--- src/hdl/gcc_pkg.sv ---
`default_nettype none
package gcc_pkg;

	localparam int COIN_W = 16;
	localparam int AMT_W  = 32;
	localparam int STEP_W = 5;

	typedef enum logic [1:0] {
		KIND_CLEAR = 2'd0,
		KIND_ADD   = 2'd1,
		KIND_REQ   = 2'd2
	} kind_t;

	typedef enum logic [2:0] {
		ST_IDLE,
		ST_INS_RD,
		ST_INS_CMP,
		ST_REQ_EMPTY,
		ST_REQ_RD,
		ST_REQ_CHK,
		ST_DIV,
		ST_EMIT
	} state_t;

	typedef struct packed {
		logic cap;
		logic clr_set;
		logic rd;
		logic ins_shift;
		logic ins_place;
		logic div_start;
		logic div_step;
		logic emit;
		logic emit_empty;
	} cmd_t;

	typedef struct packed {
		logic held_zero;
		logic held_full;
		logic pos_zero;
		logic ins_greater;
		logic skip_div;
		logic div_done;
		logic out_free;
		logic last_coin;
	} stat_t;

endpackage
`default_nettype wire

--- src/hdl/greedy_coin_change.sv ---
`default_nettype none
// channel  dir  tdata (low bit up)                    tuser  tlast
// s_*      in   coin_value[15:0], amount[47:16]       kind   -
// m_*      out  coin[15:0], count[47:16], leftover    -      last
//               [79:48]
//
// clear: empties the coin count; add: reads and compares stored coins from the top, moving each
//   greater one up a slot for the sorted insert, then places the new coin
// request: per stored coin, store read, check, 32 divide steps, emit;
//   the divide is skipped once the remainder is zero or the coin is zero
// the 32-step serial divider runs once for each coin that is not skipped
// reset clears the coin count and control; store contents are undefined until written
// one result register; the block holds in emit while it is full and not taken
module greedy_coin_change #(
	parameter int MAX_COINS = 8
) (
	input  wire logic        clk,
	input  wire logic        arst_n,
	input  wire logic        s_tvalid,
	output logic             s_tready,
	input  wire logic [47:0] s_tdata,   // coin_value, amount
	input  wire logic [1:0]  s_tuser,   // kind
	output logic             m_tvalid,
	input  wire logic        m_tready,
	output logic [79:0]      m_tdata,   // coin, count, leftover
	output logic             m_tlast    // last
);
	import gcc_pkg::*;

	cmd_t              cmd;
	stat_t             stat;
	logic [COIN_W-1:0] out_coin;
	logic [AMT_W-1:0]  out_count;
	logic [AMT_W-1:0]  out_leftover;

	gcc_ctrl u_ctrl (
		.clk      (clk),
		.arst_n   (arst_n),
		.in_valid (s_tvalid),
		.in_kind  (s_tuser),
		.in_ready (s_tready),
		.stat     (stat),
		.cmd      (cmd)
	);

	gcc_dpath #(
		.MAX_COINS (MAX_COINS)
	) u_dpath (
		.clk           (clk),
		.arst_n        (arst_n),
		.cmd           (cmd),
		.stat          (stat),
		.in_coin_value (s_tdata[15:0]),
		.in_amount     (s_tdata[47:16]),
		.out_valid     (m_tvalid),
		.out_ready     (m_tready),
		.out_coin      (out_coin),
		.out_count     (out_count),
		.out_leftover  (out_leftover),
		.out_last      (m_tlast)
	);

	assign m_tdata = {out_leftover, out_count, out_coin};

endmodule
`default_nettype wire

--- src/hdl/gcc_ctrl.sv ---
`default_nettype none
module gcc_ctrl (
	input  wire logic           clk,
	input  wire logic           arst_n,
	input  wire logic           in_valid,
	input  wire logic [1:0]     in_kind,
	output logic                in_ready,
	input  wire gcc_pkg::stat_t stat,
	output gcc_pkg::cmd_t       cmd
);
	import gcc_pkg::*;

	state_t state_q;
	state_t state_d;
	logic   accept;

	assign in_ready = (state_q == ST_IDLE);
	assign accept   = in_valid && in_ready;

	always_ff @(posedge clk or negedge arst_n) begin
		if (!arst_n) begin
			state_q <= ST_IDLE;
		end else begin
			state_q <= state_d;
		end
	end

	// next state
	always_comb begin
		state_d = state_q;
		unique case (state_q)
			ST_IDLE: begin
				if (accept) begin
					case (in_kind)
						KIND_ADD: begin
							if (!stat.held_full) state_d = ST_INS_RD;
						end
						KIND_REQ: begin
							state_d = stat.held_zero ? ST_REQ_EMPTY : ST_REQ_RD;
						end
						default: state_d = ST_IDLE;
					endcase
				end
			end
			ST_INS_RD: begin
				state_d = stat.pos_zero ? ST_IDLE : ST_INS_CMP;
			end
			ST_INS_CMP: begin
				state_d = stat.ins_greater ? ST_INS_RD : ST_IDLE;
			end
			ST_REQ_EMPTY: begin
				if (stat.out_free) state_d = ST_IDLE;
			end
			ST_REQ_RD: begin
				state_d = ST_REQ_CHK;
			end
			ST_REQ_CHK: begin
				state_d = stat.skip_div ? ST_EMIT : ST_DIV;
			end
			ST_DIV: begin
				if (stat.div_done) state_d = ST_EMIT;
			end
			ST_EMIT: begin
				if (stat.out_free) state_d = stat.last_coin ? ST_IDLE : ST_REQ_RD;
			end
			default: state_d = ST_IDLE;
		endcase
	end

	// commands
	always_comb begin
		cmd = '0;
		unique case (state_q)
			ST_IDLE: begin
				cmd.cap     = accept;
				cmd.clr_set = accept && (in_kind == KIND_CLEAR);
			end
			ST_INS_RD: begin
				cmd.ins_place = stat.pos_zero;
				cmd.rd        = !stat.pos_zero;
			end
			ST_INS_CMP: begin
				cmd.ins_shift = stat.ins_greater;
				cmd.ins_place = !stat.ins_greater;
			end
			ST_REQ_EMPTY: begin
				cmd.emit_empty = stat.out_free;
			end
			ST_REQ_RD: begin
				cmd.rd = 1'b1;
			end
			ST_REQ_CHK: begin
				cmd.div_start = !stat.skip_div;
			end
			ST_DIV: begin
				cmd.div_step = 1'b1;
			end
			ST_EMIT: begin
				cmd.emit = stat.out_free;
			end
			default: cmd = '0;
		endcase
	end

endmodule
`default_nettype wire

--- src/hdl/gcc_dpath.sv ---
`default_nettype none
module gcc_dpath #(
	parameter int MAX_COINS = 8
) (
	input  wire logic                         clk,
	input  wire logic                         arst_n,
	input  wire gcc_pkg::cmd_t                cmd,
	output gcc_pkg::stat_t                    stat,
	input  wire logic [gcc_pkg::COIN_W-1:0]   in_coin_value,
	input  wire logic [gcc_pkg::AMT_W-1:0]    in_amount,
	output logic                              out_valid,
	input  wire logic                         out_ready,
	output logic [gcc_pkg::COIN_W-1:0]        out_coin,
	output logic [gcc_pkg::AMT_W-1:0]         out_count,
	output logic [gcc_pkg::AMT_W-1:0]         out_leftover,
	output logic                              out_last
);
	import gcc_pkg::*;

	localparam int CNT_W = $clog2(MAX_COINS + 1);
	localparam int IDX_W = (MAX_COINS > 1) ? $clog2(MAX_COINS) : 1;

	logic [COIN_W-1:0] store_mem [MAX_COINS];
	logic [COIN_W-1:0] rd_data_q;

	logic [CNT_W-1:0]  held_q;
	logic [CNT_W-1:0]  pos_q;
	logic [CNT_W-1:0]  rd_ptr;
	logic [COIN_W-1:0] val_q;
	logic [AMT_W-1:0]  rem_q;

	logic [COIN_W-1:0] part_q;
	logic [AMT_W-1:0]  quo_q;
	logic [STEP_W-1:0] step_q;
	logic [COIN_W:0]   trial;
	logic [COIN_W:0]   trial_diff;
	logic              trial_ge;

	logic              skip;
	logic [AMT_W-1:0]  new_rem;
	logic              out_valid_q;

	assign rd_ptr = pos_q - CNT_W'(1);

	// coin store, one write and one registered read per cycle
	always_ff @(posedge clk) begin
		if (cmd.ins_shift) begin
			store_mem[pos_q[IDX_W-1:0]] <= rd_data_q;
		end else if (cmd.ins_place) begin
			store_mem[pos_q[IDX_W-1:0]] <= val_q;
		end
		if (cmd.rd) begin
			rd_data_q <= store_mem[rd_ptr[IDX_W-1:0]];
		end
	end

	always_ff @(posedge clk or negedge arst_n) begin
		if (!arst_n) begin
			held_q <= '0;
		end else if (cmd.clr_set) begin
			held_q <= '0;
		end else if (cmd.ins_place) begin
			held_q <= held_q + CNT_W'(1);
		end
	end

	// restoring division, one quotient bit a step
	assign trial      = {part_q, quo_q[AMT_W-1]};
	assign trial_ge   = (trial >= {1'b0, rd_data_q});
	assign trial_diff = trial - {1'b0, rd_data_q};

	assign skip    = (rd_data_q == '0) || (rem_q == '0);
	assign new_rem = skip ? rem_q : {{(AMT_W-COIN_W){1'b0}}, part_q};

	always_ff @(posedge clk) begin
		if (cmd.cap) begin
			val_q <= in_coin_value;
			rem_q <= in_amount;
			pos_q <= held_q;
		end else if (cmd.ins_shift || cmd.emit) begin
			pos_q <= rd_ptr;
		end
		if (cmd.emit) begin
			rem_q <= new_rem;
		end
		if (cmd.div_start) begin
			part_q <= '0;
			quo_q  <= rem_q;
			step_q <= '0;
		end else if (cmd.div_step) begin
			part_q <= trial_ge ? trial_diff[COIN_W-1:0] : trial[COIN_W-1:0];
			quo_q  <= {quo_q[AMT_W-2:0], trial_ge};
			step_q <= step_q + STEP_W'(1);
		end
	end

	// result register
	always_ff @(posedge clk or negedge arst_n) begin
		if (!arst_n) begin
			out_valid_q <= 1'b0;
		end else if (cmd.emit || cmd.emit_empty) begin
			out_valid_q <= 1'b1;
		end else if (out_ready) begin
			out_valid_q <= 1'b0;
		end
	end

	always_ff @(posedge clk) begin
		if (cmd.emit) begin
			out_coin     <= rd_data_q;
			out_count    <= skip ? '0 : quo_q;
			out_leftover <= new_rem;
			out_last     <= (pos_q == CNT_W'(1));
		end else if (cmd.emit_empty) begin
			out_coin     <= '0;
			out_count    <= '0;
			out_leftover <= rem_q;
			out_last     <= 1'b1;
		end
	end

	assign out_valid = out_valid_q;

	always_comb begin
		stat.held_zero   = (held_q == '0);
		stat.held_full   = (held_q == CNT_W'(MAX_COINS));
		stat.pos_zero    = (pos_q == '0);
		stat.ins_greater = (rd_data_q > val_q);
		stat.skip_div    = skip;
		stat.div_done    = (step_q == {STEP_W{1'b1}});
		stat.out_free    = !out_valid_q || out_ready;
		stat.last_coin   = (pos_q == CNT_W'(1));
	end

endmodule
`default_nettype wire
--- config.mk ---
export PLATFORM = sky130hd
export DESIGN_NAME = greedy_coin_change
export DESIGN_NICKNAME = d
export VERILOG_FILES = /design/src/hdl/gcc_pkg.sv /design/src/hdl/greedy_coin_change.sv /design/src/hdl/gcc_ctrl.sv /design/src/hdl/gcc_dpath.sv
export SDC_FILE = /design/constraint.sdc
export NUM_CORES = 1
export LEC_CHECK = 0
export BUFFER_PORTS_ARGS = -buffer_cell sky130_fd_sc_hd__buf_2
export CAP_MARGIN = 20
export CORE_ASPECT_RATIO = 1.75
export CORE_UTILIZATION = 35
export DETAILED_ROUTE_END_ITERATION = 8
export GPL_TIMING_DRIVEN = 0
export SLEW_MARGIN = 20
export SYNTH_ARGS = -nofsm -noshare
export SYNTH_HDL_FRONTEND = slang
export SYNTH_HIERARCHICAL = 1
export SYNTH_SLANG_ARGS = --single-unit
--- constraint.sdc ---
create_clock -name clk -period 9.1 [get_ports clk]
set_input_delay 1.365 -clock clk [delete_from_list [all_inputs] [get_ports clk]]
set_output_delay 1.365 -clock clk [all_outputs]
set_load 0.05 [all_outputs]
# Word-level counts from Yosys, hierarchy flattened
# Memory sizes are Yosys's and may differ from the RTL's. A register that Yosys moved wholly into a read port is not among the register bits.
# Cells that the tools add are included.
# word_totals
n_memories,1
inputBits,54
word_cells,108
latchBits,0
reg_bits,194
output_inout_bits,83
ramBits,128
rom_bits,0
# mem_list
memory,depth,word_bits,read_ports,rd_ports_with_merged_regs,write_ports,line,rtl
u_dpath.store_mem,8,16,1,1,1,gcc_dpath.sv:23,logic [COIN_W-1:0] store_mem [MAX_COINS];
# op_classes
n_mul,0
n_eq_ne,17
n_mux,47
div_mod_pow,0
n_shift,0
n_addsub,4
n_reduce_logical,23
magnitude_cmp,2
bitwise,1
# ops
op,n
32-bit two-way mux,10
16-bit two-way mux,4
32-bit zero test,1
3-bit case mux with 8 select lines,1
3-bit two-way mux,7
17-bit by 16-bit >= comparator with 1-bit output,1
16-bit > comparator,1
16-bit zero test,1
1-bit two-way mux,16
4-bit two-way mux,4
16-bit subtractor,1
"3-bit equality test, second input constant",4
2-bit nonzero test,6
4-bit zero test,2
"3-bit by 2-bit equality test with 1-bit output, second input constant",2
3-bit case mux with 2 select lines,1
"5-bit by 1-bit adder with 5-bit output, second input constant",1
"5-bit equality test, second input constant",1
5-bit AND reduction,1
"4-bit by 1-bit adder with 4-bit output, second input constant",1
"4-bit by 1-bit equality test with 1-bit output, second input constant",1
"4-bit equality test, second input constant",1
1-bit zero test,4
1-bit logical OR,4
other kinds (13),18

# Depth between registers and ports, before layout
# logic_depth
depth_word,7
ltp_mapped,16
ltp_nobuf,14

# Hierarchy
# Netlist, hierarchy kept.
# modules_own_cells
module,n_inst,area_each_um2,seq_area_each_um2,cells_each
gcc_dpath,1,14701.6,9824.4,1015
gcc_ctrl,1,390.4,75.1,49

# Worst setup path after synthesis
# Ideal clock, no wire load.
# synth_timing
path_type,reg-to-reg
start,"reg u_dpath.rd_data_q[1], read port of u_dpath.store_mem"
end,mem u_dpath.store_mem[2][0] (enable)
synth_period_minus_slack_ps,3754
stages_incl_launch_ff,14
setup_time_ps,409
slack_ps,5346
arrival_time_ps,3345
path_buffers,1
t_required_ps,8691
cell_sequence,edfxtp_1 ha_1 nor2b_1 o21a_1 o21ai_0 a21oi_1 a311oi_1 nor3_1 inv_1 a22oi_1 nor2_1 clkbuf_1 o21ai_0 nor3_1
# synth_rtl
element,line,rtl
"start, declared",gcc_dpath.sv:24,logic [COIN_W-1:0] rd_data_q;
"end, declared",gcc_dpath.sv:23,

==> metrics <==
GP Congestion 0.918; Final Hold Viols 0; Peak VDD IR between 0.2 and 0.25 mV; relative slew slack 0.258; most frequent cells in the layout edfxtp_1, buf_2, nand2_1; most common cell after layout, fill and taps aside edfxtp_1; Worst setup EP type flip-flop; f_max 0.226 GHz; asr flop ratio synth 0.0237; setup repair after global routing missed its margin no; placed inst area about 17,000 µm²; clock tree from TritonCTS yes; clock sinks 338; number of flops mapped to enable cells by yosys around 310; Netlist cell types between 60 and 70; worst skew pair latency a little under 600 ps; Least-Margin Pin Slew about 1100 ps; largest net degree at the start of global routing 53; vias after detailed routing ~9,400; register bit count reported by yosys between 300 and 400; Max clock buf depth 3; maximum fanout along the worst path 7; Critical Path AT 4740 ps; final worst-path cycle share 0.486; postcts setup bufs 0; Die Area 44,000 µm²; Wirelength per Cell 21.2 µm; Design Area, Final around 18,000 µm²; dpl hpwl 28.8 mm; Tot Pwr 6.76 mW; Avg Inst Size Synth about 14 µm²; GRT Util Overall 0.174; hold_buf cts 0; synth warn 6; ANT nets after route 0; Leakage between 6 and 7 nW; Final min period roughly 4400 ps; Num CTS Buffers 30; Mapped Nets 1,160; clock root cell clkbuf_16; DR WL met3 around 1.4 mm; I/O Pins between 100 and 150; # setup viols final 0; initial antenna violation count 0; number of port buffers approximately 140; Initial DRT Pass Iterations 5; die height 277 µm; top layer in use met4; vias per cell around 5; setup TNS 0 ps; WL met1 ~13 mm; first-pass GRT wire length ~58 mm; post-layout util 0.414; Critical Path RT between 9000 and 10,000 ps; share of layout cells above drive strength 1 0.251; Area Overhead vs Synth 16.7%; DRT Wirelength 38.6 mm; Met2 Routed Length about 22 mm; Layout Nets between 1,000 and 1,500; register area share after synthesis 0.656; DIE WIDTH between 150 and 200 µm; grt ovf 0; Top FF cell, synth edfxtp_1; min-delay worst type reg -> reg; Starting Density 0.355; critical path class reg -> reg; vias in the first global route around 9,600; # DRC 0; total of max-cap violations 0; Post-CTS Resized 0; Post-Synthesis Cells between 1,000 and 1,500; Slew Limit Fails 0; Worst Setup Start Kind flip-flop; CTS H-tree lvls 1; Row Count 100; outcome complete, no violations; clock-pin slew on the worst setup and hold paths roughly 70 ps; Cell Area, Synth between 15,000 and 20,000 µm²; core box area approximately 43,000 µm²; number of diodes 0; P per Cell Area 384 nW/µm²; Layout Skew about 15 ps; Starting DRT DRC Count ~440
[routing by layer]
| layer | GRT usage | up-vias |
|---|---|---|
| li1 | - | 4348 |
| met1 | 0.172 | 4659 |
| met2 | 0.346 | 266 |
| met3 | 0.0196 | 87 |
| met4 | 0.0949 | 0 |
| met5 | 0 | - |
[stage by stage]
step,std cells,hold slack (ps),setup slack (ps)
2_1_floorplan,1064,467,5350
3_3_place_gp,1761,488,3320
3_5_place_dp,1767,499,4640
4_1_cts,1822,526,4670
5_1_grt,1822,541,4440
6_report,1822,516,4680
[path summary, 6_finish.rpt]
path                                      startpoint                       to  slack, ps  depth (start not counted)
worst max-delay path            u_dpath/rd_data_q[1]  u_dpath/store_mem[0][8]       4680                         14
max in group asynchronous                     arst_n        u_dpath/out_valid       8270                          1
worst min-delay path               u_dpath/step_q[4]        u_dpath/step_q[4]        520                          2
worst max register to register  u_dpath/rd_data_q[1]  u_dpath/store_mem[0][8]       4680                         14
worst min register to register     u_dpath/step_q[4]        u_dpath/step_q[4]        520                          2
min in group asynchronous                     arst_n        u_ctrl/state_q[2]        640                          1
[critical path, stage by stage (launching register included)]
cell and delay [ps]:
edfxtp_1 510, ha_1 350, nor2b_1 130, o21a_1 110
o21ai_0 140, a21oi_1 170, a311oi_1 110, nor3_1 670
inv_1 110, a22oi_1 190, nor2_1 60, clkbuf_1 210
o21ai_0 910, nor3_2 230, buf_4 270
[synth_stat cells, drive strengths merged, types with 3 or more instances]
cell type	count	area, µm²
edfxtp	309	9280
mux4	32	721
nand2b	9	56.3
a21oi	33	169
a211o	3	26.3
nand4	17	106
nor2b	22	148
o2bb2ai	16	140
a311oi	8	76.3
nor3b	5	37.5
xnor2	7	61.3
and3	5	31.3
o211ai	5	37.5
xor2	11	96.3
o311ai	6	52.6
or3	4	25.0
mux2i	11	110
a31oi	10	62.6
nor3	13	75.1
buf	13	71.3
nor2	78	293
o21a	3	23.8
nand2	81	304
ha	41	513
mux2	63	709
a21o	10	75.1
o31ai	3	22.5
clkbuf	38	143
nand3	11	55.1
or2	3	18.8
dfrtp	8	200
o21bai	3	22.5
and2	35	219
o21ai	39	199
dfxtp	21	420
inv	53	199
nor4	16	100
[registers in the layout (all words and copies together), names as in the netlist, 3 cells and up]
name	count
u_dpath/rem_q	32
u_dpath/held_q	4
u_dpath/out_count	32
u_dpath/pos_q	4
u_dpath/out_coin	16
u_dpath/out_leftover	32
u_dpath/step_q	5
u_dpath/rd_data_q	16
u_dpath/quo_q	32
u_dpath/val_q	16
u_dpath/part_q	16
u_ctrl/state_q	3
u_dpath/store_mem	128
[layout make-up]
| class | instances | area [µm²] |
|---|---|---|
| Timing Repair Buffer | 142 | 753 |
| Fill cell | 4008 | 24900 |
| Inverter | 55 | 206 |
| Tap cell | 561 | 702 |
| Clock inverter | 13 | 153 |
| Multi-Input combinational cell | 620 | 4830 |
| Sequential cell | 338 | 9900 |
| Clock buffer | 42 | 847 |
| Buffer | 51 | 215 |
[cell families (layout without fill, tap and decap cells)]
group,Yosys count,in the layout,synth area share
xor gates and xnor gates,18,18,0.0104
buffers and inverters,106,303,0.0279
DFF,338,338,0.656
muxes,106,106,0.102
adders and majority gates,42,42,0.0353
and+or+nand+nor,304,304,0.100
AOI/OAI and AO/OA,150,150,0.0680
[where the power goes]
| part | internal [mW] | switching [mW] |
|---|---|---|
| sequential | 2.41 | 0.252 |
| combinational | 0.940 | 1.85 |
| clock | 0.736 | 0.564 |
| total | 4.09 | 2.67 |
Note: power is estimated with default switching activity, not from simulation.
